==> config.mk <==
export PLATFORM = sky130hd
export DESIGN_NAME = rtttl_note_parser
export DESIGN_NICKNAME = d
export VERILOG_FILES = /design/src/rtl/rtttl_pkg.sv /design/src/rtl/rtttl_ctrl.sv /design/src/rtl/rtttl_dp.sv /design/src/rtl/rtttl_note_parser.sv
export SDC_FILE = /design/constraint.sdc
export NUM_CORES = 1
export LEC_CHECK = 0
export ABC_AREA = 1
export BUFFER_PORTS_ARGS = -buffer_cell sky130_fd_sc_hd__buf_2
export CORE_MARGIN = 5
export CORE_UTILIZATION = 60
export CTS_CLUSTER_DIAMETER = 200
export DETAILED_ROUTE_END_ITERATION = 10
export MAX_ROUTING_LAYER = met4
export PLACE_DENSITY = 0.87
export SETUP_SLACK_MARGIN = 0.1
export SLEW_MARGIN = 10
export SYNTH_ARGS = -nofsm -noshare
export SYNTH_HDL_FRONTEND = slang
export SYNTH_SLANG_ARGS = --single-unit
==> constraint.sdc <==
create_clock -name clk_i -period 6.3 [get_ports clk_i]
set_clock_uncertainty 0.15 [all_clocks]
set_input_delay 0.63 -clock clk_i [delete_from_list [all_inputs] [get_ports clk_i]]
set_output_delay 0.63 -clock clk_i [all_outputs]
set_load 0.05 [all_outputs]
==> src/rtl/rtttl_pkg.sv <==
// Shared types, constants and lookup functions of the ringtone note parser.
`timescale 1ns / 1ps

package rtttl_pkg;

  localparam int unsigned AccW  = 16;
  localparam int unsigned WholeW = 18;
  localparam int unsigned GapW  = 19;
  localparam int unsigned OctW  = 4;
  localparam int unsigned DivCycles = WholeW;

  localparam logic [7:0] ChColon = 8'h3A;
  localparam logic [7:0] ChComma = 8'h2C;
  localparam logic [7:0] ChHash  = 8'h23;
  localparam logic [7:0] ChDot   = 8'h2E;
  localparam logic [7:0] ChZero  = 8'h30;
  localparam logic [7:0] ChNine  = 8'h39;
  localparam logic [7:0] ChLowD  = 8'h64;
  localparam logic [7:0] ChLowO  = 8'h6F;
  localparam logic [7:0] ChLowB  = 8'h62;

  localparam logic [1:0] RegLengthDiv = 2'd0;
  localparam logic [1:0] RegOctave    = 2'd1;
  localparam logic [1:0] RegTempo     = 2'd2;
  localparam logic [1:0] RegVolume    = 2'd3;

  localparam logic [16:0] MinuteMs = 17'd60000;

  typedef struct packed {
    logic [7:0] char_code;
    logic       end_of_text;
  } in_word_t;

  typedef struct packed {
    logic [5:0]  note_index;
    logic [11:0] freq_hz;
    logic [9:0]  duty_value;
    logic [18:0] gap_ms;
    logic        is_rest;
    logic        melody_done;
  } out_word_t;

  typedef struct packed {
    logic [7:0]  length_div;
    logic [2:0]  octave;
    logic [15:0] tempo;
    logic [3:0]  volume;
  } cfg_t;

  typedef struct packed {
    logic latch_in;
    logic acc_clear;
    logic acc_add;
    logic set_len;
    logic set_oct;
    logic set_tempo;
    logic load_defaults;
    logic note_clear;
    logic div_start;
    logic div_whole;
    logic note_start;
    logic sharp_inc;
    logic dot_set;
    logic oct_digit;
    logic emit_write;
    logic final_rest;
    logic silent_write;
    logic clear_all;
  } cmd_t;

  typedef struct packed {
    logic is_digit;
    logic is_colon;
    logic is_d;
    logic is_o;
    logic is_b;
    logic is_hash;
    logic is_dot;
    logic is_comma;
    logic eot;
    logic acc_zero;
    logic acc_len_ok;
    logic acc_oct_ok;
    logic pending;
    logic div_done;
    logic out_full;
  } sts_t;

  // One-based semitone position of a note letter within its octave (C is 1); zero means rest.
  function automatic logic [3:0] letter_offset(input logic [7:0] c);
    logic [7:0] lc;
    lc = c;
    if (c >= 8'h41 && c <= 8'h5A) lc = c + 8'd32;
    case (lc)
      8'h63:   letter_offset = 4'd1;
      8'h64:   letter_offset = 4'd3;
      8'h65:   letter_offset = 4'd5;
      8'h66:   letter_offset = 4'd6;
      8'h67:   letter_offset = 4'd8;
      8'h61:   letter_offset = 4'd10;
      8'h62:   letter_offset = 4'd12;
      default: letter_offset = 4'd0;
    endcase
  endfunction

  // Equal-tempered pitch table, C4 at index 1 up to B7 at index 48.
  function automatic logic [11:0] pitch_freq(input logic [5:0] idx);
    case (idx)
      6'd1:  pitch_freq = 12'd262;  6'd2:  pitch_freq = 12'd277;
      6'd3:  pitch_freq = 12'd294;  6'd4:  pitch_freq = 12'd311;
      6'd5:  pitch_freq = 12'd330;  6'd6:  pitch_freq = 12'd349;
      6'd7:  pitch_freq = 12'd370;  6'd8:  pitch_freq = 12'd392;
      6'd9:  pitch_freq = 12'd415;  6'd10: pitch_freq = 12'd440;
      6'd11: pitch_freq = 12'd466;  6'd12: pitch_freq = 12'd494;
      6'd13: pitch_freq = 12'd523;  6'd14: pitch_freq = 12'd554;
      6'd15: pitch_freq = 12'd587;  6'd16: pitch_freq = 12'd622;
      6'd17: pitch_freq = 12'd659;  6'd18: pitch_freq = 12'd698;
      6'd19: pitch_freq = 12'd740;  6'd20: pitch_freq = 12'd784;
      6'd21: pitch_freq = 12'd831;  6'd22: pitch_freq = 12'd880;
      6'd23: pitch_freq = 12'd932;  6'd24: pitch_freq = 12'd988;
      6'd25: pitch_freq = 12'd1047; 6'd26: pitch_freq = 12'd1109;
      6'd27: pitch_freq = 12'd1175; 6'd28: pitch_freq = 12'd1245;
      6'd29: pitch_freq = 12'd1319; 6'd30: pitch_freq = 12'd1397;
      6'd31: pitch_freq = 12'd1480; 6'd32: pitch_freq = 12'd1568;
      6'd33: pitch_freq = 12'd1661; 6'd34: pitch_freq = 12'd1760;
      6'd35: pitch_freq = 12'd1865; 6'd36: pitch_freq = 12'd1976;
      6'd37: pitch_freq = 12'd2093; 6'd38: pitch_freq = 12'd2217;
      6'd39: pitch_freq = 12'd2349; 6'd40: pitch_freq = 12'd2489;
      6'd41: pitch_freq = 12'd2637; 6'd42: pitch_freq = 12'd2794;
      6'd43: pitch_freq = 12'd2960; 6'd44: pitch_freq = 12'd3136;
      6'd45: pitch_freq = 12'd3322; 6'd46: pitch_freq = 12'd3520;
      6'd47: pitch_freq = 12'd3729; 6'd48: pitch_freq = 12'd3951;
      default: pitch_freq = 12'd0;
    endcase
  endfunction

endpackage

==> src/rtl/rtttl_ctrl.sv <==
// Parser sequencer: text phase tracking and per-word command sequencing.
`timescale 1ns / 1ps

module rtttl_ctrl (
  input  logic            clk_i,
  input  logic            rst_ni,
  input  logic            in_valid_i,
  output logic            in_stall_o,
  input  rtttl_pkg::sts_t sts_i,
  output rtttl_pkg::cmd_t cmd_o
);

  localparam logic [2:0] StIdle = 3'd0;
  localparam logic [2:0] StStep = 3'd1;
  localparam logic [2:0] StWdiv = 3'd2;
  localparam logic [2:0] StEdiv = 3'd3;
  localparam logic [2:0] StEmit = 3'd4;
  localparam logic [2:0] StEnd  = 3'd5;

  localparam logic [3:0] PhName   = 4'd0;
  localparam logic [3:0] PhHdrD   = 4'd1;
  localparam logic [3:0] PhDEq    = 4'd2;
  localparam logic [3:0] PhDNum   = 4'd3;
  localparam logic [3:0] PhHdrO   = 4'd4;
  localparam logic [3:0] PhOEq    = 4'd5;
  localparam logic [3:0] PhONum   = 4'd6;
  localparam logic [3:0] PhHdrB   = 4'd7;
  localparam logic [3:0] PhBEq    = 4'd8;
  localparam logic [3:0] PhBNum   = 4'd9;
  localparam logic [3:0] PhNLen   = 4'd10;
  localparam logic [3:0] PhNSharp = 4'd11;
  localparam logic [3:0] PhNDot   = 4'd12;
  localparam logic [3:0] PhNOct   = 4'd13;
  localparam logic [3:0] PhNComma = 4'd14;

  logic [2:0] state_q, state_d;
  logic [3:0] phase_q, phase_d;
  logic       redo_q, redo_d;
  logic       emitted_q, emitted_d;

  always_comb begin
    logic redo, enter, emit;
    cmd_o     = '0;
    state_d   = state_q;
    phase_d   = phase_q;
    redo_d    = redo_q;
    emitted_d = emitted_q;
    redo      = 1'b0;
    enter     = 1'b0;
    emit      = 1'b0;
    unique case (state_q)
      StIdle: begin
        if (in_valid_i) begin
          cmd_o.latch_in = 1'b1;
          emitted_d      = 1'b0;
          state_d        = StStep;
        end
      end
      StStep: begin
        unique case (phase_q)
          PhHdrD: begin
            if (sts_i.is_d) phase_d = PhDEq;
            else begin
              phase_d = PhHdrO;
              redo    = 1'b1;
            end
          end
          PhDEq, PhOEq, PhBEq: begin
            cmd_o.acc_clear = 1'b1;
            phase_d         = phase_q + 4'd1;
          end
          PhDNum: begin
            if (sts_i.is_digit) cmd_o.acc_add = 1'b1;
            else begin
              cmd_o.set_len   = sts_i.acc_len_ok;
              cmd_o.acc_clear = 1'b1;
              phase_d         = PhHdrO;
            end
          end
          PhHdrO: begin
            if (sts_i.is_o) phase_d = PhOEq;
            else begin
              phase_d = PhHdrB;
              redo    = 1'b1;
            end
          end
          PhONum: begin
            if (sts_i.is_digit) cmd_o.acc_add = 1'b1;
            else begin
              cmd_o.set_oct   = sts_i.acc_oct_ok;
              cmd_o.acc_clear = 1'b1;
              phase_d         = PhHdrB;
            end
          end
          PhHdrB: begin
            if (sts_i.is_b) phase_d = PhBEq;
            else begin
              enter = 1'b1;
              redo  = 1'b1;
            end
          end
          PhBNum: begin
            if (sts_i.is_digit) cmd_o.acc_add = 1'b1;
            else begin
              cmd_o.set_tempo = !sts_i.acc_zero;
              enter           = 1'b1;
            end
          end
          PhNLen: begin
            if (sts_i.is_digit) cmd_o.acc_add = 1'b1;
            else begin
              cmd_o.note_start = 1'b1;
              phase_d          = PhNSharp;
            end
          end
          PhNSharp: begin
            phase_d = PhNDot;
            if (sts_i.is_hash) cmd_o.sharp_inc = 1'b1;
            else redo = 1'b1;
          end
          PhNDot: begin
            phase_d = PhNOct;
            if (sts_i.is_dot) cmd_o.dot_set = 1'b1;
            else redo = 1'b1;
          end
          PhNOct: begin
            phase_d = PhNComma;
            if (sts_i.is_digit) cmd_o.oct_digit = 1'b1;
            else redo = 1'b1;
          end
          PhNComma: begin
            emit    = 1'b1;
            phase_d = PhNLen;
            redo    = !sts_i.is_comma && !sts_i.eot;
          end
          default: begin
            phase_d = PhName;
            if (sts_i.is_colon) begin
              cmd_o.load_defaults = 1'b1;
              phase_d             = PhHdrD;
            end
          end
        endcase
        if (enter) begin
          cmd_o.note_clear = 1'b1;
          cmd_o.div_start  = 1'b1;
          cmd_o.div_whole  = 1'b1;
          phase_d          = PhNLen;
          redo_d           = redo;
          state_d          = StWdiv;
        end else if (emit) begin
          cmd_o.div_start = 1'b1;
          emitted_d       = 1'b1;
          redo_d          = redo;
          state_d         = StEdiv;
        end else begin
          state_d = redo ? StStep : StEnd;
        end
      end
      StWdiv: begin
        if (sts_i.div_done) state_d = redo_q ? StStep : StEnd;
      end
      StEdiv: begin
        if (sts_i.div_done) state_d = StEmit;
      end
      StEmit: begin
        if (!sts_i.out_full) begin
          cmd_o.emit_write = 1'b1;
          state_d          = redo_q ? StStep : StEnd;
        end
      end
      StEnd: begin
        if (!sts_i.eot) state_d = StIdle;
        else if (emitted_q) begin
          cmd_o.clear_all = 1'b1;
          phase_d         = PhName;
          state_d         = StIdle;
        end else if (sts_i.pending) begin
          cmd_o.div_start = 1'b1;
          emitted_d       = 1'b1;
          redo_d          = 1'b0;
          state_d         = StEdiv;
        end else if (phase_q == PhNLen && !sts_i.acc_zero) begin
          // Bare length digits: turn them into a pending rest first.
          cmd_o.final_rest = 1'b1;
        end else if (!sts_i.out_full) begin
          cmd_o.silent_write = 1'b1;
          cmd_o.clear_all    = 1'b1;
          phase_d            = PhName;
          state_d            = StIdle;
        end
      end
      default: state_d = StIdle;
    endcase
  end

  assign in_stall_o = (state_q != StIdle);

  always_ff @(posedge clk_i or negedge rst_ni) begin
    if (!rst_ni) begin
      state_q   <= StIdle;
      phase_q   <= PhName;
      redo_q    <= 1'b0;
      emitted_q <= 1'b0;
    end else begin
      state_q   <= state_d;
      phase_q   <= phase_d;
      redo_q    <= redo_d;
      emitted_q <= emitted_d;
    end
  end

endmodule

==> src/rtl/rtttl_dp.sv <==
// Parser datapath: byte holding, number accumulation, note fields, divider, result word.
`timescale 1ns / 1ps

module rtttl_dp #(
  parameter int unsigned DUTY_MAX    = 1023,
  parameter int unsigned OCTAVE_LOW  = 4,
  parameter int unsigned OCTAVE_HIGH = 7
) (
  input  logic                 clk_i,
  input  logic                 rst_ni,
  input  rtttl_pkg::in_word_t  in_data_i,
  input  rtttl_pkg::cfg_t      cfg_i,
  input  rtttl_pkg::cmd_t      cmd_i,
  output rtttl_pkg::sts_t      sts_o,
  output logic                 out_valid_o,
  input  logic                 out_stall_i,
  output rtttl_pkg::out_word_t out_data_o
);

  localparam int unsigned AccW   = rtttl_pkg::AccW;
  localparam int unsigned WholeW = rtttl_pkg::WholeW;
  localparam int unsigned OctW   = rtttl_pkg::OctW;
  localparam int unsigned CntW   = $clog2(rtttl_pkg::DivCycles);
  localparam logic [CntW-1:0] CntLast = CntW'(rtttl_pkg::DivCycles - 1);
  localparam logic [OctW-1:0] OctLo = OctW'(OCTAVE_LOW);
  localparam logic [OctW-1:0] OctHi = OctW'(OCTAVE_HIGH);
  localparam logic [OctW-1:0] OctRst =
      (6 >= OCTAVE_LOW && 6 <= OCTAVE_HIGH) ? OctW'(6) : OctW'(OCTAVE_LOW);
  localparam logic [9:0] Duty1  = 10'((DUTY_MAX * 1) / 10);
  localparam logic [9:0] Duty2  = 10'((DUTY_MAX * 2) / 10);
  localparam logic [9:0] Duty3  = 10'((DUTY_MAX * 3) / 10);
  localparam logic [9:0] Duty4  = 10'((DUTY_MAX * 4) / 10);
  localparam logic [9:0] Duty5  = 10'((DUTY_MAX * 5) / 10);
  localparam logic [9:0] Duty6  = 10'((DUTY_MAX * 6) / 10);
  localparam logic [9:0] Duty7  = 10'((DUTY_MAX * 7) / 10);
  localparam logic [9:0] Duty8  = 10'((DUTY_MAX * 8) / 10);
  localparam logic [9:0] Duty9  = 10'((DUTY_MAX * 9) / 10);
  localparam logic [9:0] Duty10 = 10'(DUTY_MAX);

  rtttl_pkg::in_word_t  byte_q;
  logic [AccW-1:0]      acc_q;
  logic [WholeW-1:0]    whole_q;
  logic [7:0]           cur_len_q;
  logic [OctW-1:0]      cur_oct_q;
  logic [15:0]          cur_tempo_q;
  logic [3:0]           pend_off_q;
  logic [AccW-1:0]      pend_len_q;
  logic                 pend_dot_q;
  logic [OctW-1:0]      pend_oct_q;
  logic                 pending_q;
  logic                 div_busy_q, div_whole_q;
  logic [CntW-1:0]      div_cnt_q;
  logic [WholeW-1:0]    div_dvd_q;
  logic [15:0]          div_rem_q, div_dsr_q;
  logic [WholeW-1:0]    dur_q;
  logic                 out_valid_q;
  rtttl_pkg::out_word_t out_q;

  logic [7:0]      ch;
  logic [3:0]      digit;
  logic [19:0]     acc_next;
  logic [16:0]     div_sh;
  logic            div_ge;
  logic [WholeW-1:0] quot_next;
  logic [15:0]     dur_dsr;
  logic [3:0]      vol;
  logic [9:0]      duty;
  logic [7:0]      idx_sum;
  logic [5:0]      idx;
  logic [rtttl_pkg::GapW-1:0] dur_full;
  logic            div_done;

  assign ch    = byte_q.char_code;
  assign digit = 4'(ch - rtttl_pkg::ChZero);

  // Multiply by ten as two shifts and an add, add the digit, then saturate.
  assign acc_next = ({4'd0, acc_q} << 3) + ({4'd0, acc_q} << 1) + {16'd0, digit};

  assign div_sh    = {div_rem_q, div_dvd_q[WholeW-1]};
  assign div_ge    = div_sh >= {1'b0, div_dsr_q};
  assign quot_next = {div_dvd_q[WholeW-2:0], div_ge};
  assign div_done  = div_busy_q && (div_cnt_q == CntLast);
  assign dur_dsr   = (pend_len_q != '0) ? pend_len_q : {8'd0, cur_len_q};

  assign sts_o.is_digit   = (ch >= rtttl_pkg::ChZero) && (ch <= rtttl_pkg::ChNine);
  assign sts_o.is_colon   = (ch == rtttl_pkg::ChColon);
  assign sts_o.is_d       = (ch == rtttl_pkg::ChLowD);
  assign sts_o.is_o       = (ch == rtttl_pkg::ChLowO);
  assign sts_o.is_b       = (ch == rtttl_pkg::ChLowB);
  assign sts_o.is_hash    = (ch == rtttl_pkg::ChHash);
  assign sts_o.is_dot     = (ch == rtttl_pkg::ChDot);
  assign sts_o.is_comma   = (ch == rtttl_pkg::ChComma);
  assign sts_o.eot        = byte_q.end_of_text;
  assign sts_o.acc_zero   = (acc_q == '0);
  assign sts_o.acc_len_ok = (acc_q != '0) && (acc_q <= AccW'(255));
  assign sts_o.acc_oct_ok = (acc_q >= AccW'(OCTAVE_LOW)) && (acc_q <= AccW'(OCTAVE_HIGH));
  assign sts_o.pending    = pending_q;
  assign sts_o.div_done   = div_done;
  assign sts_o.out_full   = out_valid_q;

  // Result fields of the pending note.
  always_comb begin
    vol = (cfg_i.volume > 4'd10) ? 4'd10 : cfg_i.volume;
    case (vol)
      4'd1:    duty = Duty1;
      4'd2:    duty = Duty2;
      4'd3:    duty = Duty3;
      4'd4:    duty = Duty4;
      4'd5:    duty = Duty5;
      4'd6:    duty = Duty6;
      4'd7:    duty = Duty7;
      4'd8:    duty = Duty8;
      4'd9:    duty = Duty9;
      4'd10:   duty = Duty10;
      default: duty = 10'd0;
    endcase
    idx_sum = 8'd0;
    if (pend_off_q != 4'd0) begin
      idx_sum = {4'd0, pend_off_q};
      if (pend_oct_q >= OctLo)
        idx_sum = idx_sum + ({4'd0, pend_oct_q - OctLo} << 3)
                          + ({4'd0, pend_oct_q - OctLo} << 2);
    end
    idx = (idx_sum > 8'd48) ? 6'd48 : idx_sum[5:0];
    dur_full = {1'b0, dur_q} + (pend_dot_q ? {2'b0, dur_q[WholeW-1:1]} : '0);
  end

  always_ff @(posedge clk_i) begin
    if (cmd_i.latch_in) byte_q <= in_data_i;
    if (cmd_i.div_start) begin
      div_dvd_q <= cmd_i.div_whole ? WholeW'(rtttl_pkg::MinuteMs) : whole_q;
      div_rem_q <= '0;
      div_dsr_q <= cmd_i.div_whole ? (cmd_i.set_tempo ? acc_q : cur_tempo_q) : dur_dsr;
    end else if (div_busy_q) begin
      div_dvd_q <= quot_next;
      div_rem_q <= div_ge ? 16'(div_sh - {1'b0, div_dsr_q}) : div_sh[15:0];
    end
    if (div_done && !div_whole_q) dur_q <= quot_next;
    if (cmd_i.emit_write) begin
      out_q.note_index  <= idx;
      out_q.freq_hz     <= (idx != 6'd0) ? rtttl_pkg::pitch_freq(idx) : 12'd0;
      out_q.duty_value  <= (idx != 6'd0) ? duty : 10'd0;
      out_q.gap_ms      <= (idx != 6'd0) ? dur_full + 19'd1 : dur_full;
      out_q.is_rest     <= (idx == 6'd0);
      out_q.melody_done <= byte_q.end_of_text;
    end else if (cmd_i.silent_write) begin
      out_q.note_index  <= '0;
      out_q.freq_hz     <= '0;
      out_q.duty_value  <= '0;
      out_q.gap_ms      <= '0;
      out_q.is_rest     <= 1'b1;
      out_q.melody_done <= 1'b1;
    end
  end

  always_ff @(posedge clk_i or negedge rst_ni) begin
    if (!rst_ni) begin
      acc_q       <= '0;
      whole_q     <= '0;
      cur_len_q   <= 8'd4;
      cur_oct_q   <= OctRst;
      cur_tempo_q <= 16'd63;
      pend_off_q  <= '0;
      pend_len_q  <= '0;
      pend_dot_q  <= 1'b0;
      pend_oct_q  <= '0;
      pending_q   <= 1'b0;
      div_busy_q  <= 1'b0;
      div_whole_q <= 1'b0;
      div_cnt_q   <= '0;
      out_valid_q <= 1'b0;
    end else begin
      if (cmd_i.acc_clear || cmd_i.note_clear || cmd_i.note_start || cmd_i.clear_all)
        acc_q <= '0;
      else if (cmd_i.acc_add)
        acc_q <= (acc_next > 20'd65535) ? 16'hFFFF : acc_next[15:0];

      if (cmd_i.load_defaults) begin
        cur_len_q   <= (cfg_i.length_div != 8'd0) ? cfg_i.length_div : 8'd1;
        cur_oct_q   <= ({1'b0, cfg_i.octave} >= OctLo && {1'b0, cfg_i.octave} <= OctHi)
                       ? {1'b0, cfg_i.octave} : OctLo;
        cur_tempo_q <= (cfg_i.tempo != 16'd0) ? cfg_i.tempo : 16'd1;
      end
      if (cmd_i.set_len)   cur_len_q   <= acc_q[7:0];
      if (cmd_i.set_oct)   cur_oct_q   <= acc_q[OctW-1:0];
      if (cmd_i.set_tempo) cur_tempo_q <= acc_q;

      if (cmd_i.clear_all) begin
        pend_off_q <= '0;
        pend_len_q <= '0;
        pend_dot_q <= 1'b0;
        pend_oct_q <= '0;
      end else if (cmd_i.note_start || cmd_i.final_rest) begin
        pend_off_q <= cmd_i.note_start ? rtttl_pkg::letter_offset(ch) : 4'd0;
        pend_len_q <= acc_q;
        pend_dot_q <= 1'b0;
        pend_oct_q <= cur_oct_q;
      end else begin
        if (cmd_i.sharp_inc && pend_off_q != 4'd0) pend_off_q <= pend_off_q + 4'd1;
        if (cmd_i.dot_set) pend_dot_q <= 1'b1;
        if (cmd_i.oct_digit)
          pend_oct_q <= (digit >= OctLo && digit <= OctHi) ? digit : cur_oct_q;
      end

      if (cmd_i.clear_all || cmd_i.note_clear || cmd_i.emit_write) pending_q <= 1'b0;
      else if (cmd_i.note_start || cmd_i.final_rest)               pending_q <= 1'b1;

      if (cmd_i.div_start) begin
        div_busy_q  <= 1'b1;
        div_whole_q <= cmd_i.div_whole;
        div_cnt_q   <= '0;
      end else if (div_busy_q) begin
        div_cnt_q <= div_cnt_q + CntW'(1);
        if (div_done) begin
          div_busy_q <= 1'b0;
          if (div_whole_q) whole_q <= {quot_next[15:0], 2'b00};
        end
      end

      if (cmd_i.emit_write || cmd_i.silent_write) out_valid_q <= 1'b1;
      else if (!out_stall_i)                      out_valid_q <= 1'b0;
    end
  end

  assign out_valid_o = out_valid_q;
  assign out_data_o  = out_q;

endmodule

==> src/rtl/rtttl_note_parser.sv <==
// Top level of the ringtone note parser: register port, sequencer and datapath.
`timescale 1ns / 1ps

// Reads ringtone text one byte per word and returns at most one note event per
// byte. The first note byte after the header and every byte that closes a note
// run the shared restoring divider, one quotient bit per cycle; a last byte that
// both starts the notes and holds a note runs the divider twice. A new byte is
// taken only once the parser is back in idle. A finished event sits in the
// output register while the next byte is taken; a second event waits until the
// first is taken. The user must write the registers only while the parser is
// idle; the block itself does not enforce this.
module rtttl_note_parser #(
  parameter int unsigned DUTY_MAX    = 1023,
  parameter int unsigned OCTAVE_LOW  = 4,
  parameter int unsigned OCTAVE_HIGH = 7
) (
  input  logic                 clk_i,
  input  logic                 rst_ni,
  input  logic                 in_valid_i,
  output logic                 in_stall_o,
  input  rtttl_pkg::in_word_t  in_data_i,
  output logic                 out_valid_o,
  input  logic                 out_stall_i,
  output rtttl_pkg::out_word_t out_data_o,
  input  logic                 psel,
  input  logic                 penable,
  input  logic                 pwrite,
  input  logic [3:0]           paddr,
  input  logic [31:0]          pwdata,
  output logic [31:0]          prdata,
  output logic                 pready
);

  rtttl_pkg::cfg_t cfg_q;
  rtttl_pkg::cmd_t cmd;
  rtttl_pkg::sts_t sts;
  logic            wr_en;

  assign pready = 1'b1;
  assign wr_en  = psel && penable && pwrite;

  always_ff @(posedge clk_i or negedge rst_ni) begin
    if (!rst_ni) begin
      cfg_q.length_div <= 8'd4;
      cfg_q.octave     <= 3'd6;
      cfg_q.tempo      <= 16'd63;
      cfg_q.volume     <= 4'd10;
    end else if (wr_en) begin
      unique case (paddr[3:2])
        rtttl_pkg::RegLengthDiv: cfg_q.length_div <= pwdata[7:0];
        rtttl_pkg::RegOctave:    cfg_q.octave     <= pwdata[2:0];
        rtttl_pkg::RegTempo:     cfg_q.tempo      <= pwdata[15:0];
        rtttl_pkg::RegVolume:    cfg_q.volume     <= pwdata[3:0];
        default: ;
      endcase
    end
  end

  always_comb begin
    unique case (paddr[3:2])
      rtttl_pkg::RegLengthDiv: prdata = {24'd0, cfg_q.length_div};
      rtttl_pkg::RegOctave:    prdata = {29'd0, cfg_q.octave};
      rtttl_pkg::RegTempo:     prdata = {16'd0, cfg_q.tempo};
      rtttl_pkg::RegVolume:    prdata = {28'd0, cfg_q.volume};
      default:                 prdata = 32'd0;
    endcase
  end

  rtttl_ctrl u_ctrl (
    .clk_i      (clk_i),
    .rst_ni     (rst_ni),
    .in_valid_i (in_valid_i),
    .in_stall_o (in_stall_o),
    .sts_i      (sts),
    .cmd_o      (cmd)
  );

  rtttl_dp #(
    .DUTY_MAX    (DUTY_MAX),
    .OCTAVE_LOW  (OCTAVE_LOW),
    .OCTAVE_HIGH (OCTAVE_HIGH)
  ) u_dp (
    .clk_i       (clk_i),
    .rst_ni      (rst_ni),
    .in_data_i   (in_data_i),
    .cfg_i       (cfg_q),
    .cmd_i       (cmd),
    .sts_o       (sts),
    .out_valid_o (out_valid_o),
    .out_stall_i (out_stall_i),
    .out_data_o  (out_data_o)
  );

endmodule
* After elaboration in Yosys (flattened, before gate mapping)
Memory sizes are Yosys's and may differ from the RTL's. Cells that the tools add are included.
Storage, ports and cells: bits in registers 260, ROM bits 928, output and inout port bits 84, memories kept 2, input port bits 52
Operators by class: $add $sub $neg 13, bitwise gates (word level) 1, eq/ne operators 58, reductions and logical operators 60, mux-type cells 147, order comparisons 15
Memories:
- (name not given) | depth 64, bits a word 12, read ports 1, clocked after memory_dff 0, write ports 0, RTL line rtttl_pkg.sv:108 | case (idx)
- (name not given) | depth 16, bits a word 10, read ports 1, clocked after memory_dff 0, write ports 0, RTL line rtttl_dp.sv:104 | case (vol)
Operators by type and width (count):
- $mux 16 | 12
- $pmux 32 s4 | 1
- $mux 49 | 2
- $mux 4 | 21
- $eq 8x7->1 const B | 10
- $mux 8 | 8
- $mux 1 | 59
- $mux 18 | 3
- $mux 3 | 18
- $pmux 4 s12 | 1
- $reduce_bool 16->1 | 3
- $eq 8x6->1 const B | 4
- $eq 4x4->1 const B | 7
- $pmux 4 s7 | 1
- $add 19x17->20 | 1
- $add 20x4->20 | 1
- $gt 20x16->1 const B | 1
- $add 18x19->19 | 1
- $add 19x1->19 const B | 1
- $mux 19 | 1
- $pmux 3 s6 | 1
- $reduce_bool 2->1 | 9
- $ge 17x16->1 | 1
- $mux 17 | 1
- other kinds (67) | 126

* Depth between registers and ports, before layout
Gate-level depths: netlist of run 1.
word-level depth 16, depth in mapped cells 24, mapped depth without buffers 24

* Hierarchy
Synthesis of run 1 repeated with hierarchy kept, for this count alone.
Unflattened totals: cells, all modules 2185, area total of the unflattened synthesis 16972.5 sq um
Modules (own cells, without submodules):
- rtttl_dp | times used 1, sequential area each 5896.9 sq um, cells each 1764, area each 14014.7 sq um
- rtttl_note_parser | times used 1, sequential area each 789.5 sq um, cells each 216, area each 1711.6 sq um
- rtttl_ctrl | times used 1, sequential area each 225.2 sq um, cells each 205, area each 1246.2 sq um

* Worst setup path after synthesis of run 1
Ideal clock, no wire load.
path kind register -> register, from register u_dp.acc_q[5], to register u_dp.out_q (netlist bit u_dp.out_data_o[0]) (enable), arrival 4.446 ns, data required time 5.634 ns, path slack 1.188 ns, cell stages (with the launch flop) 6, clock period less this slack 5.112 ns, cells stage by stage dfrtp_1 -> nor4_1 -> nand2_1 -> o21ai_1 -> nand3_1 -> o21ai_0
On the way: cells in the longest elaborated chain, start to end 9
RTL lines:
- start: declaration | RTL line rtttl_dp.sv:41 | logic [AccW-1:0] acc_q;
- start signal: assignment | RTL line rtttl_dp.sv:176 | acc_q <= (acc_next > 20'd65535) ? 16'hFFFF : acc_next[15:0];
- $logic_not 16->1 | RTL line rtttl_dp.sv:94 | assign sts_o.acc_zero = (acc_q == '0);
- $logic_not 1->1 | RTL line rtttl_ctrl.sv:183 | end else if (phase_q == PhNLen && !sts_i.acc_zero) begin
- $logic_and 1x1->1 | RTL line rtttl_ctrl.sv:183
- $mux 2 | RTL line rtttl_ctrl.sv:183
- $mux 3 | RTL line rtttl_ctrl.sv:178 | end else if (sts_i.pending) begin
- $mux 2 | RTL line rtttl_ctrl.sv:174 | else if (emitted_q) begin
- $mux 3 | RTL line rtttl_ctrl.sv:173 | if (!sts_i.eot) state_d = StIdle;
- $mux 3 | RTL line rtttl_ctrl.sv:51 | unique case (state_q)
- $reduce_bool 2->1 (no line)
- end: declaration | RTL line rtttl_dp.sv:57 | rtttl_pkg::out_word_t out_q;
Every way passes these cells. A chain may end at the register's enable or synchronous reset.

* Final worst setup path of run 1
from register u_dp.pend_oct_q[0], to register u_dp.out_q (netlist bit u_dp.out_data_o[3]) (data pin)
On the way: cells in the longest elaborated chain, start to end 10, elaborated cells on any way between the ends 11
RTL lines:
- start: declaration | RTL line rtttl_dp.sv:49 | logic [OctW-1:0] pend_oct_q;
- start signal: assignment | RTL line rtttl_dp.sv:197 | pend_oct_q <= cur_oct_q;
- start signal: assignment | RTL line rtttl_dp.sv:202 | pend_oct_q <= (digit >= OctLo && digit <= OctHi) ? digit : cur_oct_q;
- $sub 4x3->4 | RTL line rtttl_dp.sv:121, rtttl_dp.sv:122
- $add 4x7->8 | RTL line rtttl_dp.sv:121 | idx_sum = idx_sum + ({4'd0, pend_oct_q - OctLo} << 3)
- $add 8x6->8 | RTL line rtttl_dp.sv:122 | + ({4'd0, pend_oct_q - OctLo} << 2);
- $mux 8 (*) | RTL line rtttl_dp.sv:120 | if (pend_oct_q >= OctLo)
- $mux 8 (*) | RTL line rtttl_dp.sv:118 | if (pend_off_q != 4'd0) begin
- $gt 8x6->1 | RTL line rtttl_dp.sv:124 | idx = (idx_sum > 8'd48) ? 6'd48 : idx_sum[5:0];
- $mux 6 (*) | RTL line rtttl_dp.sv:124
- $reduce_bool 6->1 (*) | RTL line rtttl_dp.sv:143 | out_q.gap_ms <= (idx != 6'd0) ? dur_full + 19'd1 : dur_full;
- $mux 19 (*) | RTL line rtttl_dp.sv:143
- $mux 49 (*) | RTL line rtttl_dp.sv:139 | if (cmd_i.emit_write) begin
Mark *: on every way between the ends. The rest lies on a longest branch, timed or not.

==> flow_summary.json, run 1 <==
{
  "status": "finished, violations left",
  "violations": "negative hold slack",
  "period_minus_slack_ns": 4.21,
  "post_cts_buffers": 0,
  "grt_max_degree": 75,
  "dieWidth_um": 178,
  "path_cells": "fa_1 > ha_1 > fa_1 > inv_1 > nand2_1 > nand2_1 > nand3_2 > nor2_1 > nand2_2 > nand2_1 > inv_1 > nand3_1 > ha_1 > nand3_2 > nand2_4 > inv_2 > a22o_1",
  "avgRoutedWirePerCell_um": 15.3,
  "cts_buffers": 29,
  "worstReg2RegStart": "u_dp.pend_oct_q[0]",
  "htreeDepth": 1,
  "cp_common_cell": "nand2_1",
  "ant_nets": 0,
  "setup_viol": 0,
  "leakage_nw": 9.24,
  "port_buffers": 100,
  "r2r_cells": 17,
  "gr-total-overflow": 0,
  "final_util": 0.666,
  "synthCells": 2175,
  "firstDrtPassIters": 8,
  "relSlewSlack": 0.249,
  "crit_required_ns": 6.45,
  "rsz0062_at_grt": "false",
  "clockRootBuffer": "clkbuf_16",
  "critical_path.max_stage_delay_ns": 0.50,
  "synth-seq-cells": 257,
  "hold-worst-slack_ns": -0.00128,
  "cts.sinks": 257,
  "cp.arrival_ns": 4.36,
  "cp-startpoint": "u_dp.pend_oct_q[0]",
  "ys_seq_area_frac": 0.408,
  "final_nets": 2411,
  "place_congestion": 0.996,
  "core_area_um2": 27800,
  "cts.path.max_buffers": 3,
  "ioPinCount": 136,
  "finalPower_w": 0.00554,
  "drt_iter0_markers": 1355,
  "final_hold_viol_count": 2,
  "antenna_found_initial": 0,
  "start_kind": "register",
  "cp_max_fo": 17,
  "finalCritPeriodShare": 0.668,
  "power.density_nw_per_um2": 299,
  "diodes": 0,
  "ys_types": 63,
  "dr_total_vias": 14842,
  "regToRegSetupSlack_ns": 2.09,
  "slowest_stage": "fa_1",
  "syn_to_final_growth_pct": 9.41,
  "fmax_ghz": 0.238,
  "setup_tns_ns": 0,
  "max-vdd-ir-drop_v": 0.000235,
  "grt_pass1_wl_um": 67300,
  "drive_gt1_frac": 0.117,
  "vias_per_cell": 5.58,
  "die_h_um": 178,
  "crit_type": "register to register",
  "die_area_um2": 31700,
  "floorplan.initialDensity": 0.609,
  "post-dp-hpwl_um": 30500,
  "tightest_slew_ns": 1.12,
  "wirelength_um": 40800,
  "syn-cell-area_um2": 16900,
  "post_cts_resized": 0,
  "end_kind": "register",
  "cts_hold_buf": 0,
  "drc": 0,
  "grtUsageTotal": 0.264,
  "clkLatencyLatePin_ns": 0.55,
  "rows": 61,
  "clk_pin_slew_ns": 0.06,
  "slew_viol_final": 0,
  "yosys_warnings": 0,
  "r2r-end": "u_dp.out_data_o[3]",
  "cts_tree": "yes",
  "grt_pass1_vias": 14084,
  "avgSynthCellArea_um2": 7.78,
  "drv_cap": 0,
  "hp-class": "primary input to async pin"
}
==> metal layers <==
layer,part of all wire,track usage,vias up
li1,-,-,7319
met1,0.44,0.359,6902
met2,0.47,0.424,529
met3,0.064,0.0277,92
met4,0.028,0.0773,0
met5,0,-,-
==> area by class of cell <==
| class | instances | area, um2 |
|---|---|---|
| clock buffer | 40 | 838 |
| clock inverter | 14 | 146 |
| fill | 2345 | 9270 |
| inverter | 325 | 1230 |
| multi-input combinational | 1540 | 8380 |
| sequential | 257 | 6910 |
| tap | 378 | 473 |
| timing repair buffer | 104 | 533 |
==> cell families after synthesis <==
logic type / synth area share
AOI/OAI and AO/OA: 0.128
and+or+nand+nor: 0.267
adders and majority gates: 0.0781
buffers and inverters: 0.100
xor gates and xnor gates: 0.0176
DFF: 0.408
other: 0.000444
==> per-stage QoR <==
stage / setup slack (ns) / hold WS, ns / cells / cell area [um2]
floorplan: 1.19 / 0.184 / 2190 / 17000
global placement: 2.23 / 0.283 / 2604 / 17500
detailed placement: 2.14 / 0.284 / 2604 / 17500
CTS: 2.13 / 0.0166 / 2658 / 18500
global route: 1.86 / 0.0626 / 2658 / 18500
finish: 2.09 / -0.00128 / 2658 / 18500
==> cell usage in the layout (no fill, tap or decap), types with 9 or more instances in the layout <==
cell       Yosys  final
inv_1        303    303
conb_1         2     17
o211ai_1      22     22
o21ai_0      129    128
nand3b_1      11     11
nand4_1       34     34
o21ai_1       21     21
nor2_2         9      9
ha_1          96     96
nand3_1      139    139
o221ai_1      12     12
dfrtp_1      114    114
a31oi_1       10     10
buf_2         12     99
nor3_1        26     26
a21oi_1      117    117
inv_2         18     18
nor4_1        13     13
xor2_1        20     20
clkbuf_16      0     30
xnor2_1       14     14
nor2_4        10     10
nand2_1      552    552
edfxtp_1     107    107
dfstp_2       20     20
o21ai_2       19     19
nor2_1       184    184
dfxtp_1       16     16
==> synth_stat cells (all sizes together) <==
library cell	number	area share
inv	324	0.072
nand3	148	0.047
o21a	3	0.0013
a22o	1	0.00052
dfstp	20	0.031
nor2	204	0.052
dfrtp	114	0.17
o221ai	12	0.0062
and3	5	0.0018
nor3	31	0.011
o22ai	3	0.0011
nand2	562	0.13
dfxtp	16	0.019
nor3b	2	0.00089
xor2	20	0.010
and2	2	0.00074
a32oi	3	0.0016
o21bai	4	0.0018
a21boi	4	0.0018
a21oi	120	0.037
a41oi	1	0.00052
nand3b	12	0.0061
o31ai	5	0.0025
conb	2	0.00044
clkinv	1	0.00052
fa	6	0.0071
nand4	35	0.013
a211oi	2	0.00089
o2111ai	7	0.0036
clkbuf	13	0.0029
nor4	13	0.0048
or2	3	0.0011
edfxtp	107	0.19
buf	55	0.025
xnor2	14	0.0072
ha	96	0.071
o211ai	22	0.0098
a21o	4	0.0018
a31oi	10	0.0037
o21ai	169	0.054
==> power by group <==
group / internal [W] / total (W) / switching (W)
clock: 0.00102 / 0.00171 / 0.000696
combinational: 0.000411 / 0.00161 / 0.00120
sequential: 0.00205 / 0.00221 / 0.000158
total: 0.00348 / 0.00554 / 0.00206
==> worst max path at each step <==
| stage | end | cells past startpoint |
|---|---|---|
| 3_3_place_gp | u_dp.out_data_o[32] | 18 |
| 2_1_floorplan | u_dp.out_data_o[0] | 5 |
| 6_report | u_dp.out_data_o[3] | 17 |
| 5_1_grt | u_dp.out_data_o[32] | 18 |
| 4_1_cts | u_dp.out_data_o[3] | 17 |
| 3_5_place_dp | u_dp.out_data_o[3] | 17 |
==> worst max-delay path, delay by kind of cell, from the launching register on <==
kind                       cells  cell delay, ns
AOI/OAI and AO/OA              1            0.21
adders and majority gates      4            1.47
and+or+nand+nor                9            1.41
DFF                            1            0.42
buffers and inverters          3            0.28
==> flip-flops by register name, indices dropped and copies added (netlist names), 3 cells and up <==
signal	cells
cfg_q	31
u_ctrl.phase_q	4
u_ctrl.state_q	3
u_dp.acc_q	16
u_dp.ch	8
u_dp.cur_len_q	8
u_dp.cur_oct_q	4
u_dp.cur_tempo_q	16
u_dp.div_cnt_q	5
u_dp.div_dsr_q	16
u_dp.div_dvd_q	18
u_dp.div_rem_q	16
u_dp.dur_q	18
u_dp.out_data_o	46
u_dp.pend_len_q	16
u_dp.pend_oct_q	4
u_dp.pend_off_q	4
u_dp.whole_q	16
No activity file was read; power rests on OpenSTA's default activity.
==> inputs of run 2 (changes only) <==
==> constraint.sdc (replaced) <==
create_clock -name clk_i -period 3.9 [get_ports clk_i]
set_clock_uncertainty 0.15 [all_clocks]
set_input_delay 0.39 -clock clk_i [delete_from_list [all_inputs] [get_ports clk_i]]
set_output_delay 0.39 -clock clk_i [all_outputs]
set_load 0.05 [all_outputs]
==> run 2 against run 1 <==
Compared with the run above:
- the flow now finishes without violations
- die area unchanged
- critical path depth rose by 1
- combinational power increased by 63%
- sequential power increased by 62%
==> flow_summary.json, run 2 (same netlist as run 1, synthesis figures left out) <==
{
  "status": "finished clean",
  "hp-class": "primary input to register",
  "drc": 0,
  "grtUsageTotal": 0.269,
  "grt_pass1_wl_um": 68900,
  "die_area_um2": 31700,
  "period_minus_slack_ns": 3.59,
  "final_hold_viol_count": 0,
  "worstReg2RegStart": "u_dp.pend_oct_q[0]",
  "end_kind": "register",
  "mostFrequentLayoutCells": "nand2_1 (550), inv_1 (299), nor2_1 (182)",
  "syn_to_final_growth_pct": 11.9,
  "post-dp-hpwl_um": 31000,
  "finalCritPeriodShare": 0.921,
  "fillers": 2237,
  "layout_commonest_cell": "nand2_1",
  "rsz0062_at_grt": "true",
  "regToRegSetupSlack_ns": 0.31,
  "crit_required_ns": 4.03,
  "cp-startpoint": "u_dp.pend_oct_q[0]",
  "drv_cap": 0,
  "cts.path.max_buffers": 3,
  "place_area_um2": 17700,
  "leakage_nw": 9.44,
  "clk_pin_slew_ns": 0.07,
  "ant_nets": 0,
  "cts_tree": "yes",
  "clkLatencyLatePin_ns": 0.54,
  "dieWidth_um": 178,
  "multi_input_area_um2": 8440,
  "finalPower_w": 0.00885,
  "largest_reg_flops": 46,
  "floorplan.initialDensity": 0.609,
  "firstDrtPassIters": 8,
  "cts.sinks": 257,
  "start_kind": "register",
  "tightest_slew_ns": 1.19,
  "r2r_cells": 18,
  "setup_tns_ns": 0,
  "worstHoldStart": "pwdata[1]",
  "port_buffers": 100,
  "crit_type": "register to register",
  "drive_gt1_frac": 0.129,
  "die_h_um": 178,
  "place_congestion": 0.991,
  "gr-total-overflow": 0,
  "rows": 61,
  "vias_per_cell": 5.56,
  "grt_pass1_vias": 14228,
  "final_nets": 2455,
  "fmax_ghz": 0.278,
  "setup_viol": 0,
  "clockRootBuffer": "clkbuf_16",
  "ioPinCount": 136,
  "cp_max_fo": 8,
  "r2r-end": "u_dp.out_data_o[7]",
  "power.density_nw_per_um2": 467,
  "cts_buffers": 28,
  "whs_path_depth": 3,
  "relSlewSlack": 0.196,
  "max-vdd-ir-drop_v": 0.000358,
  "avgRoutedWirePerCell_um": 15.4,
  "seq_area_um2": 6910,
  "dr_total_vias": 15012,
  "grt_max_degree": 54,
  "diodes": 0,
  "cp.arrival_ns": 3.72,
  "wirelength_um": 41500,
  "drt_iter0_markers": 1310,
  "htreeDepth": 1,
  "whs_endpoint": "cfg_q[1]",
  "core_area_um2": 27800,
  "fin_area_um2": 18900,
  "slew_viol_final": 0,
  "antenna_found_initial": 0
}
==> run 2: cell types whose count changed in the layout (fill, tap and decap cells not counted), moves of 3 or more <==
| cell | previous run | this run |
|---|---|---|
| dlygate4sd3_1 | 0 | 24 |
| buf_4 | 5 | 25 |
| clkinv_2 | 3 | 8 |
| inv_1 | 303 | 299 |
| ha_1 | 96 | 93 |
| inv_2 | 18 | 21 |
==> run 2: area by class of cell <==
class	count	share of cell area
multi-input combinational	1540	0.445
tap	378	0.0250
inverter	325	0.0653
sequential	257	0.365
clock buffer	36	0.0418
timing repair buffer	149	0.0498
clock inverter	16	0.00780
==> run 2: worst max path at each step <==
stage                                     end  cells past startpoint
after global placement    u_dp.out_data_o[19]                     18
after global routing      u_dp.out_data_o[36]                     19
after detailed placement  u_dp.out_data_o[19]                     18
after floorplan           u_dp.out_data_o[33]                     20
final                      u_dp.out_data_o[7]                     18
after CTS                 u_dp.out_data_o[31]                     20
==> run 2: timing repair <==
| item | 4_1_cts | 5_1_grt |
|---|---|---|
| cloned | 0 | 0 |
| hold buffers | 24 | 0 |
| pin swaps | 0 | 2 |
| endpoints found under the setup margin | 20 | 34 |
| gates resized for setup | 2 | 15 |
| setup buffers | 0 | 3 |
| hold endpoints to repair | 63 | 0 |
==> run 2: metal layers <==
metal | GRT usage | vias up | wire length, um
met5 | - | - | 0
met3 | 0.0296 | 100 | 2880
met2 | 0.435 | 579 | 19600
met1 | 0.369 | 6939 | 18100
li1 | - | 7394 | -
met4 | 0.0638 | 0 | 998
==> run 2: report_power, final <==
group          total [W]  switching (W)  internal [W]
combinational    0.00262        0.00194      0.000687
sequential       0.00358       0.000263       0.00331
clock            0.00265        0.00108       0.00157
==> run 2: worst max-delay path: stages, from the launching register on <==
cell	delay, ns
dfrtp_1	0.41
fa_1	0.49
ha_1	0.24
fa_1	0.39
inv_1	0.09
nand2_1	0.05
nand2_1	0.07
nand3_2	0.09
nor2_1	0.13
nand2_2	0.07
nand2_1	0.07
inv_2	0.06
nand2_4	0.12
ha_2	0.28
nand2_1	0.11
nor2_4	0.20
nor2_1	0.09
o21ai_0	0.16
a21oi_1	0.05
==> run 2: metrics by stage <==
stage	std cells	hold WS, ns	utilization	setup slack, ns
global placement	2622	0.283	0.636	0.150
detailed placement	2622	0.285	0.636	0.0600
global route	2701	0.0281	0.682	0.0383
floorplan	2190	-0.0556	-	0.313
CTS	2698	0.00748	0.679	0.134
finish	2701	0.0271	0.682	0.306
==> inputs of run 3 (changes only) <==
==> constraint.sdc (replaced) <==
create_clock -name clk_i -period 3.9 [get_ports clk_i]
set_clock_uncertainty 0.15 [all_clocks]
set_input_delay 0.195 -clock clk_i [delete_from_list [all_inputs] [get_ports clk_i]]
set_output_delay 0.195 -clock clk_i [all_outputs]
set_load 0.05 [all_outputs]
==> run 3 against run 2 <==
Compared with the run above:
- wire length is 2.3% higher
- flip-flop and latch count stayed put
- design area is 0.87% higher
- hold slack better by 0.013 ns
- non-clock buffer count is 9 higher
- utilization is 0.59 points higher
- combinational power is 2% higher
==> flow_summary.json, run 3 (same netlist as run 1, synthesis figures left out) <==
{
  "period_minus_slack_ns": 3.54,
  "firstDrtPassIters": 6,
  "floorplan.initialDensity": 0.609,
  "max-vdd-ir-drop_v": 0.000355,
  "cts.path.max_buffers": 3,
  "leakage_nw": 9.47,
  "die_area_um2": 31700,
  "start_kind": "register",
  "fmax_ghz": 0.282,
  "setup_tns_ns": 0,
  "worstHoldStart": "penable",
  "power.density_nw_per_um2": 471,
  "regToRegSetupSlack_ns": 0.36,
  "crit_path_end": "u_dp.out_data_o[32]",
  "crit_required_ns": 4.12,
  "htreeDepth": 1,
  "slew_viol_final": 0,
  "clockRootBuffer": "clkbuf_16",
  "end_kind": "register",
  "cts_tree": "yes",
  "clkLatencyLatePin_ns": 0.55,
  "worstReg2RegStart": "u_dp.pend_oct_q[0]",
  "grt_pass1_wl_um": 69300,
  "rows": 61,
  "syn_to_final_growth_pct": 12.9,
  "drc": 0,
  "r2r_cells": 15,
  "cp-startpoint": "u_dp.pend_oct_q[0]",
  "status": "finished clean",
  "avgRoutedWirePerCell_um": 15.7,
  "crit_type": "register to register",
  "final_util": 0.688,
  "clk_pin_slew_ns": 0.07,
  "antenna_found_initial": 0,
  "finalPower_w": 0.00900,
  "drv_cap": 0,
  "ant_nets": 0,
  "finalCritPeriodShare": 0.909,
  "cts_buffers": 28,
  "mostFrequentLayoutCells": "nand2_1 (550), inv_1 (299), nor2_1 (179)",
  "diodes": 0,
  "drt_iter0_markers": 1418,
  "cp_max_fo": 5,
  "final_hold_viol_count": 0,
  "port_buffers": 100,
  "gr-total-overflow": 0,
  "die_h_um": 178,
  "post-dp-hpwl_um": 31000,
  "hold-worst-slack_ns": 0.0403,
  "dr_total_vias": 15149,
  "hp-class": "primary input to register",
  "final_nets": 2464,
  "grt_pass1_vias": 14498,
  "vias_per_cell": 5.59,
  "ioPinCount": 136,
  "tightest_slew_ns": 1.15,
  "cp.arrival_ns": 3.77,
  "layout_commonest_cell": "nand2_1",
  "largest_reg_flops": 46,
  "cts.sinks": 257,
  "relSlewSlack": 0.229,
  "wirelength_um": 42500,
  "core_area_um2": 27800,
  "grtUsageTotal": 0.272,
  "dieWidth_um": 178,
  "setup_viol": 0,
  "grt_max_degree": 71,
  "place_congestion": 1.02,
  "r2r-end": "u_dp.out_data_o[32]",
  "rsz0062_at_grt": "true",
  "drive_gt1_frac": 0.131
}
## run 3: cell count changes in the layout (fill, tap and decap cells not counted), moves of 3 or more
cell,change
clkinv_2,-7
nor2_1,-3
dlygate4sd3_1,+8
nor2_2,+3
clkinv_4,+3
clkinvlp_4,+4
## run 3: layout make-up
class | instances | area (um2)
Inverter | 325 | 1240
Sequential cell | 257 | 6910
Multi-Input combinational cell | 1540 | 8480
Clock inverter | 19 | 214
Timing Repair Buffer | 158 | 1030
Fill cell | 2224 | 8680
Clock buffer | 33 | 761
Tap cell | 378 | 473
## run 3: worst max-delay path, cell delays in order (launching register included)
cell and delay (ns):
dfrtp_1 0.41, fa_1 0.49, ha_2 0.21, fa_2 0.34, inv_1 0.09, nand2_1 0.05, nand2_1 0.08, nand3_2 0.11
nor2_2 0.15, nand2_2 0.07, buf_4 0.16, o211ai_1 0.27, nand3_1 0.32, nand2_2 0.20, o21ai_0 0.10, a31oi_1 0.18
## run 3: repair_timing
| item | in CTS | in global routing |
|---|---|---|
| gates resized for setup | 4 | 22 |
| buffers inserted | 0 | 7 |
| hold buffers | 32 | 0 |
| setup endpoints to repair | 23 | 36 |
| cloned | 0 | 0 |
| pin swaps | 0 | 5 |
| hold endpoints to repair | 99 | 0 |
## run 3: through the flow
| step | area (um2) | instances | worst slack [ns] |
|---|---|---|---|
| final | 19100 | 2710 | 0.357 |
| after global routing | 19100 | 2710 | 0.0682 |
| after CTS | 19000 | 2703 | 0.147 |
| after detailed placement | 17700 | 2619 | 0.0122 |
| after global placement | 17700 | 2619 | 0.167 |
| after floorplan | 17000 | 2190 | 0.313 |
## run 3: worst min-delay path by stage
stage                endpoint  slack (ns)  cells after the start
floorplan            cfg_q[0]       -0.25                      0
global placement    cfg_q[13]        0.19                      1
detailed placement  cfg_q[10]        0.19                      1
CTS                 cfg_q[21]        0.01                      4
global route        cfg_q[21]        0.06                      4
finish              cfg_q[21]        0.04                      4
## run 3: power breakdown
part | internal [W] | total (W) | switching (W)
Sequential | 0.00331 | 0.00358 | 0.000265
Clock | 0.00161 | 0.00274 | 0.00113
Combinational | 0.000705 | 0.00268 | 0.00198
## run 3: metal layers
layer  up-vias  wire [um]  global-route usage
li1       7439          -                   -
met3       100       2920              0.0345
met5         -          0                   -
met1      7003      18200               0.358
met2       607      20200               0.444
met4         0       1140              0.0819
